## config.mk

```make
export PLATFORM = sky130hd
export DESIGN_NAME = json_string_unescape_utf8
export DESIGN_NICKNAME = d
export VERILOG_FILES = /design/src/hdl/jsu_pkg.sv /design/src/hdl/json_string_unescape_utf8.sv /design/src/hdl/jsu_decode.sv /design/src/hdl/jsu_queue.sv
export SDC_FILE = /design/constraint.sdc
export NUM_CORES = 1
export LEC_CHECK = 0
export ABC_AREA = 0
export BUFFER_PORTS_ARGS = -buffer_cell sky130_fd_sc_hd__buf_4
export CAP_MARGIN = 10
export CORE_AREA = 2 2 184 222
export DETAILED_ROUTE_END_ITERATION = 6
export DIE_AREA = 0 0 186 224
export PLACE_DENSITY = 0.6
export RECOVER_POWER = 100
export SETUP_SLACK_MARGIN = 0.02
export SLEW_MARGIN = 20
export SYNTH_ARGS = -nofsm -noshare
export SYNTH_HDL_FRONTEND = slang
export SYNTH_HIERARCHICAL = 1
export SYNTH_SLANG_ARGS = --single-unit
```

## constraint.sdc

```tcl
create_clock -name aclk -period 9.8 [get_ports aclk]
set_input_delay 0.49 -clock aclk [delete_from_list [all_inputs] [get_ports aclk]]
set_output_delay 0.49 -clock aclk [all_outputs]
set_load 0.02 [all_outputs]
```

## src/hdl/jsu_pkg.sv

```systemverilog
// Shared types, constants and helper functions for the JSON string unescape block.
`timescale 1ns / 1ps
`default_nettype none

package jsu_pkg;

    // Result codes
    localparam logic [1:0] KIND_DATA  = 2'd0;
    localparam logic [1:0] KIND_CLOSE = 2'd1;
    localparam logic [1:0] KIND_ERROR = 2'd2;

    // Most results one input byte can produce: four data bytes and an error
    localparam int RUN_MAX = 5;
    localparam int RUN_W   = 3;

    // Characters of interest
    localparam logic [7:0] CH_QUOTE = 8'h22;
    localparam logic [7:0] CH_BSL   = 8'h5C;
    localparam logic [7:0] CH_SLASH = 8'h2F;
    localparam logic [7:0] CH_B     = 8'h62;
    localparam logic [7:0] CH_F     = 8'h66;
    localparam logic [7:0] CH_N     = 8'h6E;
    localparam logic [7:0] CH_R     = 8'h72;
    localparam logic [7:0] CH_T     = 8'h74;
    localparam logic [7:0] CH_U     = 8'h75;
    localparam logic [7:0] CH_SPACE = 8'h20;

    // Surrogate ranges
    localparam logic [15:0] HI_SUR_MIN = 16'hD800;
    localparam logic [15:0] HI_SUR_MAX = 16'hDBFF;
    localparam logic [15:0] LO_SUR_MIN = 16'hDC00;
    localparam logic [15:0] LO_SUR_MAX = 16'hDFFF;
    localparam logic [20:0] SUPP_BASE  = 21'h10000;

    // Range codes for the next UTF-8 continuation byte
    localparam logic [2:0] LIM_NONE  = 3'd0;
    localparam logic [2:0] LIM_A0_BF = 3'd1;
    localparam logic [2:0] LIM_80_9F = 3'd2;
    localparam logic [2:0] LIM_90_BF = 3'd3;
    localparam logic [2:0] LIM_80_8F = 3'd4;

    typedef enum logic [6:0] {
        PH_WAIT = 7'b0000001,
        PH_BODY = 7'b0000010,
        PH_ESC  = 7'b0000100,
        PH_HEX  = 7'b0001000,
        PH_BSL  = 7'b0010000,
        PH_U    = 7'b0100000,
        PH_LOW  = 7'b1000000
    } phase_t;

    typedef struct packed {
        logic [7:0] in_byte;
        logic       doc_end;
    } in_t;

    typedef struct packed {
        logic [7:0] out_byte;
        logic [1:0] kind;
        logic       last_of_run;
    } out_t;

    // All results caused by one input byte
    typedef struct packed {
        out_t [RUN_MAX-1:0] res;
    } run_t;

    typedef struct packed {
        phase_t      phase;
        logic [15:0] hex_acc;
        logic [1:0]  hex_cnt;
        logic [9:0]  hi_bits;
        logic [1:0]  utf8_pend;
        logic [2:0]  utf8_lim;
    } dec_state_t;

    typedef struct packed {
        logic       valid;
        logic [3:0] value;
    } hex_t;

    typedef struct packed {
        logic       ok;
        logic [1:0] pend;
        logic [2:0] lim;
    } utf8_chk_t;

    // Hex digit decode
    function automatic hex_t hex_value(input logic [7:0] b);
        hex_t h;
        h.valid = 1'b1;
        h.value = 4'd0;
        if (b >= 8'h30 && b <= 8'h39) begin
            h.value = 4'(b - 8'h30);
        end else if (b >= 8'h61 && b <= 8'h66) begin
            h.value = 4'(b - 8'h57);
        end else if (b >= 8'h41 && b <= 8'h46) begin
            h.value = 4'(b - 8'h37);
        end else begin
            h.valid = 1'b0;
        end
        return h;
    endfunction

    // One step of the UTF-8 well-formedness tracker
    function automatic utf8_chk_t utf8_check(input logic [1:0] pend, input logic [2:0] lim,
                                             input logic [7:0] b);
        utf8_chk_t  c;
        logic [7:0] lo;
        logic [7:0] hi;
        c.ok   = 1'b1;
        c.pend = pend;
        c.lim  = LIM_NONE;
        lo     = 8'h80;
        hi     = 8'hBF;
        if (pend != 2'd0) begin
            case (lim)
                LIM_A0_BF: lo = 8'hA0;
                LIM_80_9F: hi = 8'h9F;
                LIM_90_BF: lo = 8'h90;
                LIM_80_8F: hi = 8'h8F;
                default:   lo = 8'h80;
            endcase
            c.ok   = (b >= lo) && (b <= hi);
            c.pend = pend - 2'd1;
        end else if (b < 8'h80) begin
            c.ok = 1'b1;
        end else if (b < 8'hC2) begin
            c.ok = 1'b0;
        end else if (b < 8'hE0) begin
            c.pend = 2'd1;
        end else if (b < 8'hF0) begin
            c.pend = 2'd2;
            if (b == 8'hE0) begin
                c.lim = LIM_A0_BF;
            end else if (b == 8'hED) begin
                c.lim = LIM_80_9F;
            end
        end else if (b < 8'hF5) begin
            c.pend = 2'd3;
            if (b == 8'hF0) begin
                c.lim = LIM_90_BF;
            end else if (b == 8'hF4) begin
                c.lim = LIM_80_8F;
            end
        end else begin
            c.ok = 1'b0;
        end
        return c;
    endfunction

endpackage

`default_nettype wire

```

## src/hdl/json_string_unescape_utf8.sv

```systemverilog
// Top level of the JSON string literal to UTF-8 decoder.
//
//  channel | dir | handshake          | payload
//  --------+-----+--------------------+-------------------------------------
//  s_      | in  | s_valid / s_ready  | in_t  {in_byte, doc_end}
//  m_      | out | m_valid / m_ready  | out_t {out_byte, kind, last_of_run}
//
// One document byte is taken per cycle while the queue has room for its run.
// A byte is held in the input register, decoded there, and its run of 0 to 5
// results is written to a queue of QUEUE_DEPTH runs; results leave at one per
// cycle while m_ready is high.
// The result port rate sets the sustained figure when runs hold more than one result.
// Reset clears the decoder state to waiting for an opening quote and empties
// the queue. When the queue is full, a byte that yields results holds in the input register until a run is drained.
`timescale 1ns / 1ps
`default_nettype none

module json_string_unescape_utf8
    import jsu_pkg::*;
#(
    parameter int QUEUE_DEPTH = 4
) (
    input  logic aclk,
    input  logic aresetn,
    input  logic s_valid,
    output logic s_ready,
    input  in_t  s_data,
    output logic m_valid,
    input  logic m_ready,
    output out_t m_data
);

    logic             in_vld_reg;
    in_t              in_reg;
    dec_state_t       state_reg;
    dec_state_t       state_next;
    run_t             run;
    logic [RUN_W-1:0] run_n;
    logic             q_full;
    logic             adv;
    logic             push;

    // Decode the registered byte against the current string state
    jsu_decode u_decode (
        .st    (state_reg),
        .din   (in_reg),
        .nxt   (state_next),
        .run   (run),
        .run_n (run_n)
    );

    // Byte leaves the input register when its run fits in the queue
    assign adv     = in_vld_reg && (!q_full || run_n == '0);
    assign push    = adv && (run_n != '0);
    assign s_ready = !in_vld_reg || adv;

    // Input register
    always_ff @(posedge aclk) begin
        if (!aresetn) begin
            in_vld_reg <= 1'b0;
        end else if (s_valid && s_ready) begin
            in_vld_reg <= 1'b1;
        end else if (adv) begin
            in_vld_reg <= 1'b0;
        end
    end

    always_ff @(posedge aclk) begin
        if (s_valid && s_ready) begin
            in_reg <= s_data;
        end
    end

    // Decoder state
    always_ff @(posedge aclk) begin
        if (!aresetn) begin
            state_reg.phase     <= PH_WAIT;
            state_reg.hex_acc   <= '0;
            state_reg.hex_cnt   <= '0;
            state_reg.hi_bits   <= '0;
            state_reg.utf8_pend <= '0;
            state_reg.utf8_lim  <= LIM_NONE;
        end else if (adv) begin
            state_reg <= state_next;
        end
    end

    // Result queue
    jsu_queue #(
        .DEPTH (QUEUE_DEPTH)
    ) u_queue (
        .aclk     (aclk),
        .aresetn  (aresetn),
        .push     (push),
        .push_run (run),
        .full     (q_full),
        .m_valid  (m_valid),
        .m_ready  (m_ready),
        .m_data   (m_data)
    );

    // A pushed run is visible on the result port next cycle
    assert property (@(posedge aclk) disable iff (!aresetn) push |=> m_valid)
        else $error("pushed run not visible on result port");

    // A blocked byte stays in the input register untouched
    assert property (@(posedge aclk) disable iff (!aresetn)
        (in_vld_reg && !adv) |=> (in_vld_reg && $stable(in_reg)))
        else $error("blocked input transaction lost or changed");

    // Close and error results carry a zero byte and end their run
    assert property (@(posedge aclk) disable iff (!aresetn)
        (m_valid && m_data.kind != KIND_DATA) |-> (m_data.out_byte == 8'h00 && m_data.last_of_run))
        else $error("close or error result malformed");

    // Waiting for a string implies no open UTF-8 sequence
    assert property (@(posedge aclk) disable iff (!aresetn)
        (state_reg.phase == PH_WAIT) |-> (state_reg.utf8_pend == 2'd0))
        else $error("string state not cleared in wait phase");

endmodule

`default_nettype wire

```

## src/hdl/jsu_decode.sv

```systemverilog
// Combinational decode of one document byte into its run of results and the next state.
`timescale 1ns / 1ps
`default_nettype none

module jsu_decode
    import jsu_pkg::*;
(
    input  dec_state_t       st,
    input  in_t              din,
    output dec_state_t       nxt,
    output run_t             run,
    output logic [RUN_W-1:0] run_n
);

    hex_t             hv;
    logic [15:0]      acc_new;
    logic [20:0]      cp;
    logic             emit_single;
    logic             emit_cp;
    logic [7:0]       single_byte;
    logic [2:0]       nb;
    logic [7:0]       bytes [4];
    logic             bad_pre;
    logic             bad_u;
    logic             close;
    logic             fault;
    logic [1:0]       cur_pend;
    logic [2:0]       cur_lim;
    utf8_chk_t        chk;
    logic [RUN_W-1:0] n;

    // Phase handling, UTF-8 encode and check, then close or error
    always_comb begin
        nxt         = st;
        run         = '0;
        n           = '0;
        emit_single = 1'b0;
        emit_cp     = 1'b0;
        single_byte = din.in_byte;
        cp          = '0;
        bad_pre     = 1'b0;
        bad_u       = 1'b0;
        close       = 1'b0;
        hv          = hex_value(din.in_byte);
        acc_new     = {st.hex_acc[11:0], hv.value};
        nb          = 3'd0;
        for (int i = 0; i < 4; i++) begin
            bytes[i] = 8'h00;
        end

        unique case (st.phase) inside
            PH_BODY: begin
                if (din.in_byte == CH_QUOTE) begin
                    if (st.utf8_pend != 2'd0) begin
                        bad_pre = 1'b1;
                    end else begin
                        close     = 1'b1;
                        nxt.phase = PH_WAIT;
                    end
                end else if (din.in_byte < CH_SPACE) begin
                    bad_pre = 1'b1;
                end else if (din.in_byte == CH_BSL) begin
                    nxt.phase = PH_ESC;
                end else begin
                    emit_single = 1'b1;
                end
            end
            PH_ESC: begin
                nxt.phase = PH_BODY;
                unique case (din.in_byte) inside
                    CH_QUOTE, CH_BSL, CH_SLASH: emit_single = 1'b1;
                    CH_B: begin
                        emit_single = 1'b1;
                        single_byte = 8'h08;
                    end
                    CH_F: begin
                        emit_single = 1'b1;
                        single_byte = 8'h0C;
                    end
                    CH_N: begin
                        emit_single = 1'b1;
                        single_byte = 8'h0A;
                    end
                    CH_R: begin
                        emit_single = 1'b1;
                        single_byte = 8'h0D;
                    end
                    CH_T: begin
                        emit_single = 1'b1;
                        single_byte = 8'h09;
                    end
                    CH_U: begin
                        nxt.hex_acc = '0;
                        nxt.hex_cnt = '0;
                        nxt.phase   = PH_HEX;
                    end
                    default: bad_pre = 1'b1;
                endcase
            end
            PH_HEX, PH_LOW: begin
                if (!hv.valid) begin
                    bad_pre = 1'b1;
                end else if (st.hex_cnt != 2'd3) begin
                    nxt.hex_acc = acc_new;
                    nxt.hex_cnt = st.hex_cnt + 2'd1;
                end else begin
                    nxt.hex_acc = acc_new;
                    nxt.hex_cnt = '0;
                    if (st.phase == PH_HEX) begin
                        if (acc_new >= HI_SUR_MIN && acc_new <= HI_SUR_MAX) begin
                            nxt.hi_bits = acc_new[9:0];
                            nxt.phase   = PH_BSL;
                        end else if (acc_new >= LO_SUR_MIN && acc_new <= LO_SUR_MAX) begin
                            bad_pre = 1'b1;
                        end else begin
                            emit_cp   = 1'b1;
                            cp        = {5'd0, acc_new};
                            nxt.phase = PH_BODY;
                        end
                    end else begin
                        if (acc_new < LO_SUR_MIN || acc_new > LO_SUR_MAX) begin
                            bad_pre = 1'b1;
                        end else begin
                            emit_cp   = 1'b1;
                            cp        = SUPP_BASE + 21'({st.hi_bits, acc_new[9:0]});
                            nxt.phase = PH_BODY;
                        end
                    end
                end
            end
            PH_BSL: begin
                if (din.in_byte == CH_BSL) begin
                    nxt.phase = PH_U;
                end else begin
                    bad_pre = 1'b1;
                end
            end
            PH_U: begin
                if (din.in_byte == CH_U) begin
                    nxt.hex_acc = '0;
                    nxt.hex_cnt = '0;
                    nxt.phase   = PH_LOW;
                end else begin
                    bad_pre = 1'b1;
                end
            end
            default: begin
                nxt.phase = PH_WAIT;
                if (din.in_byte == CH_QUOTE) begin
                    nxt.phase = PH_BODY;
                end else begin
                    bad_pre = 1'b1;
                end
            end
        endcase

        // UTF-8 encode of the bytes to emit
        if (emit_single) begin
            nb       = 3'd1;
            bytes[0] = single_byte;
        end else if (emit_cp) begin
            if (cp < 21'h80) begin
                nb       = 3'd1;
                bytes[0] = cp[7:0];
            end else if (cp < 21'h800) begin
                nb       = 3'd2;
                bytes[0] = {3'b110, cp[10:6]};
                bytes[1] = {2'b10, cp[5:0]};
            end else if (cp < 21'h10000) begin
                nb       = 3'd3;
                bytes[0] = {4'b1110, cp[15:12]};
                bytes[1] = {2'b10, cp[11:6]};
                bytes[2] = {2'b10, cp[5:0]};
            end else begin
                nb       = 3'd4;
                bytes[0] = {5'b11110, cp[20:18]};
                bytes[1] = {2'b10, cp[17:12]};
                bytes[2] = {2'b10, cp[11:6]};
                bytes[3] = {2'b10, cp[5:0]};
            end
        end

        // Well-formedness check, byte by byte; stop at the first bad one
        cur_pend = st.utf8_pend;
        cur_lim  = st.utf8_lim;
        chk      = '0;
        for (int i = 0; i < 4; i++) begin
            if (3'(i) < nb && !bad_u) begin
                chk = utf8_check(cur_pend, cur_lim, bytes[i]);
                if (chk.ok) begin
                    cur_pend                = chk.pend;
                    cur_lim                 = chk.lim;
                    run.res[i].out_byte     = bytes[i];
                    run.res[i].kind         = KIND_DATA;
                    run.res[i].last_of_run  = 1'b0;
                    n                       = RUN_W'(i + 1);
                end else begin
                    bad_u = 1'b1;
                end
            end
        end
        nxt.utf8_pend = cur_pend;
        nxt.utf8_lim  = cur_lim;

        // Close, error, and clearing of the string state
        fault = bad_pre || bad_u || (din.doc_end && nxt.phase != PH_WAIT);
        if (close) begin
            run.res[0].out_byte    = 8'h00;
            run.res[0].kind        = KIND_CLOSE;
            run.res[0].last_of_run = 1'b0;
            n                      = RUN_W'(1);
        end
        if (fault) begin
            run.res[n].out_byte    = 8'h00;
            run.res[n].kind        = KIND_ERROR;
            run.res[n].last_of_run = 1'b0;
            n                      = n + RUN_W'(1);
            nxt.phase              = PH_WAIT;
        end
        if (close || fault) begin
            nxt.hex_acc   = '0;
            nxt.hex_cnt   = '0;
            nxt.hi_bits   = '0;
            nxt.utf8_pend = '0;
            nxt.utf8_lim  = LIM_NONE;
        end

        // Mark the final result of the run
        for (int i = 0; i < RUN_MAX; i++) begin
            run.res[i].last_of_run = (n != '0) && (RUN_W'(i + 1) == n);
        end
    end

    assign run_n = n;

endmodule

`default_nettype wire

```

## src/hdl/jsu_queue.sv

```systemverilog
// Queue of decoded runs, unpacked onto the result channel one result at a time.
`timescale 1ns / 1ps
`default_nettype none

module jsu_queue
    import jsu_pkg::*;
#(
    parameter int DEPTH = 4
) (
    input  logic aclk,
    input  logic aresetn,
    input  logic push,
    input  run_t push_run,
    output logic full,
    output logic m_valid,
    input  logic m_ready,
    output out_t m_data
);

    localparam int PTR_W = $clog2(DEPTH);
    localparam int CNT_W = $clog2(DEPTH + 1);

    run_t             slot_reg [DEPTH];
    logic [PTR_W-1:0] wr_ptr_reg;
    logic [PTR_W-1:0] rd_ptr_reg;
    logic [CNT_W-1:0] count_reg;
    logic [RUN_W-1:0] idx_reg;
    run_t             head;
    logic             take;
    logic             pop;

    assign head    = slot_reg[rd_ptr_reg];
    assign m_valid = (count_reg != '0);
    assign m_data  = head.res[idx_reg];
    assign full    = (count_reg == CNT_W'(DEPTH));
    assign take    = m_valid && m_ready;
    assign pop     = take && m_data.last_of_run;

    // Run storage
    always_ff @(posedge aclk) begin
        if (push) begin
            slot_reg[wr_ptr_reg] <= push_run;
        end
    end

    // Pointers, fill count and position within the head run
    always_ff @(posedge aclk) begin
        if (!aresetn) begin
            wr_ptr_reg <= '0;
            rd_ptr_reg <= '0;
            count_reg  <= '0;
            idx_reg    <= '0;
        end else begin
            if (push) begin
                wr_ptr_reg <= (wr_ptr_reg == PTR_W'(DEPTH - 1)) ? '0 : wr_ptr_reg + PTR_W'(1);
            end
            if (pop) begin
                rd_ptr_reg <= (rd_ptr_reg == PTR_W'(DEPTH - 1)) ? '0 : rd_ptr_reg + PTR_W'(1);
            end
            if (push && !pop) begin
                count_reg <= count_reg + CNT_W'(1);
            end else if (pop && !push) begin
                count_reg <= count_reg - CNT_W'(1);
            end
            if (pop) begin
                idx_reg <= '0;
            end else if (take) begin
                idx_reg <= idx_reg + RUN_W'(1);
            end
        end
    end

endmodule

`default_nettype wire
```

==> metrics.md <==
| Metric | Value |
|---|---|
| DRC viols | 0 |
| Skew-Pair Late Insertion Delay | 560 ps |
| Setup tns final | 0 ps |
| Final WL | between 30000 and 40000 um |
| Routed len/inst | 20.5 um |
| Startpoint Class | flip-flop |
| Clk_skew | 18.5 ps |
| Critical Path Fanout Max | 6 |
| Fin crit period | a little under 10000 ps |
| Final hold vios | 0 |
| Global-route wire length before repair | 58000 um |
| Final Cell Area | approximately 17000 um^2 |
| Max cap viols | 0 |
| R2r startpoint | in_reg[1] |
| # IOs | 26 |
| Largest net degree at the start of global routing | around 80 |
| Die width | about 190 um |
| Core ar. | roughly 40000 um^2 |
| Mapped Area | roughly 15000 um^2 |
| Number of buffers created by CTS | 29 |
| Slew margin rel. | roughly 33% |
| CTS tree | built |
| Initial DRC Count | around 750 |
| Overall routing resource usage | between 10% and 20% |
| Leak | between 5 and 6 nW |
| CTS HTree Levels | 1 |
| Area growth, synth to finish | 18.0% |
| Number of synthesis warnings | 6 |
| Worst setup path start | in_reg[1] |
| Initial antenna violation count | 0 |
| FF-to-FF setup slack | approximately 140 ps |
| CP Capture Type | flip-flop |
| Number of port buffers | 25 |
| Final worst-path cycle share | 98.6% |
| Remaining Overflow, GRT | 0 |
| Layout cell share with drive strength beyond 1 | ~25% |
| Vias in the first global route | about 10k |
| Inst Count DP | roughly 1.8k |
| Slew Viols, Final | 0 |
| Clock buffer depth | 3 |
| TritonRoute pass-1 iters | 5 |
| RePlAce Congestion | 0.936 |
| Final core occ | 43.8% |
| Power density over the cells | ~170 nW/um^2 |
| Vias | about 10k |
| Final Setup Violations | 0 |
| Crit path kind | flip-flop to flip-flop |
| F_max | around 0.10 GHz |
| Die height | ~220 um |
| Clock root cell | clkbuf_16 |
| Nets | 1351 |
| Initial Utilization | approximately 37% |
| Status | finished, final reports clean |
| Cells after synthesis | 1207 |
| Clk sinks | 278 |
| Worst Tran Pin Value | between 1000 and 1500 ps |
| RSZ-0062 raised after global routing | true |
| Worst Reg-to-Reg Cells | 46 |
| FP Rows | 80 |
| Clock slew at reported path FFs | around 60 ps |
| Slowest CP cell | or4_4 |
| Hold Crit Class | input port to flip-flop |
| Peak VDD IR | roughly 0.12 mV |
| Via density | between 5 and 6 |
| CP arrival | 10140 ps |
| DIE AREA | 41700 um^2 |
| Hold Path Cell Cnt | 1 |
| Reg-to-Reg End | u_queue/count_reg[2] |
| Crit path to | u_queue/count_reg[2] |
| Avg Inst Size Synth | ~12 um^2 |
| Post-route ant nets | 0 |
| ANT cells | 0 |
| Post-Layout Cell Count | 1863 |
| Worst stage delay on the critical path | approximately 560 ps |
| HPWL Detailed | between 20000 and 30000 um |
| Largest register FFs | 220 |
| Critical Path RT | slightly above 10000 ps |
| Area after DPL | 15900 um^2 |
| Critical Path Most Common Cell | ha_4 |
==> critical path: cells and delay by family, from the launching register on <==
| family | cells | cell delay [ps] |
|---|---|---|
| xor gates and xnor gates | 3 | 490 |
| DFF | 1 | 430 |
| adders and majority gates | 6 | 1420 |
| AOI/OAI and AO/OA | 14 | 2720 |
| and+or+nand+nor | 19 | 4250 |
| buffers and inverters | 4 | 290 |
==> how the worst min path moves through the flow <==
| stage | start | to | slack, ps |
|---|---|---|---|
| 2_1_floorplan | state_reg[19] | state_reg[19] | 430 |
| 3_3_place_gp | state_reg[16] | state_reg[16] | 460 |
| 3_5_place_dp | state_reg[16] | state_reg[16] | 470 |
| 4_1_cts | s_data[1] | in_reg[1] | 90 |
| 5_1_grt | s_data[1] | in_reg[1] | 120 |
| 6_report | s_data[2] | in_reg[2] | 140 |
==> layout make-up <==
type	instances	area, um^2
Fill cell	3670	22200
Sequential cell	278	7860
Multi-Input combinational cell	830	6620
Timing Repair Buffer	142	1180
Clock buffer	34	744
Tap cell	533	667
Clock inverter	19	146
Inverter	27	104
==> repair_timing <==
action,in CTS,in global routing
hold buffers,0,0
setup endpoints to repair,1,232
pin swaps,1,30
gates cloned,0,3
buffers inserted,2,24
resized for setup,5,57
==> routing by layer <==
layer  wire, um  global-route usage, %  vias to the layer above
li1           -                      -                     4772
met5          0                      0                        -
met2      19300                   31.6                      295
met4        977                   4.67                        0
met1      16300                   23.5                     5010
met3       1730                   2.00                       72
==> placed cells by master (no fill, tap or decap), drive strengths merged, types with 30 or more instances in the layout <==
master	instances
a21oi	50
buf	129
clkbuf	47
dfxtp	49
edfxtp	229
mux2i	78
mux4	54
nand2	131
nand3	30
nor2	107
==> metrics by stage <==
step	power, mW	hold slack, ps	setup WS, ps
finish	2.97	139	136
global route	3.10	118	-184
floorplan	1.81	434	25.3
global placement	1.94	464	43.1
detailed placement	1.95	472	-205
CTS	2.99	93.6	29.8
==> report_power, final <==
group,internal (mW),switching (mW)
combinational,0.279,0.301
sequential,1.33,0.0271
clock,0.593,0.444
(Power assumes the default switching activity.)
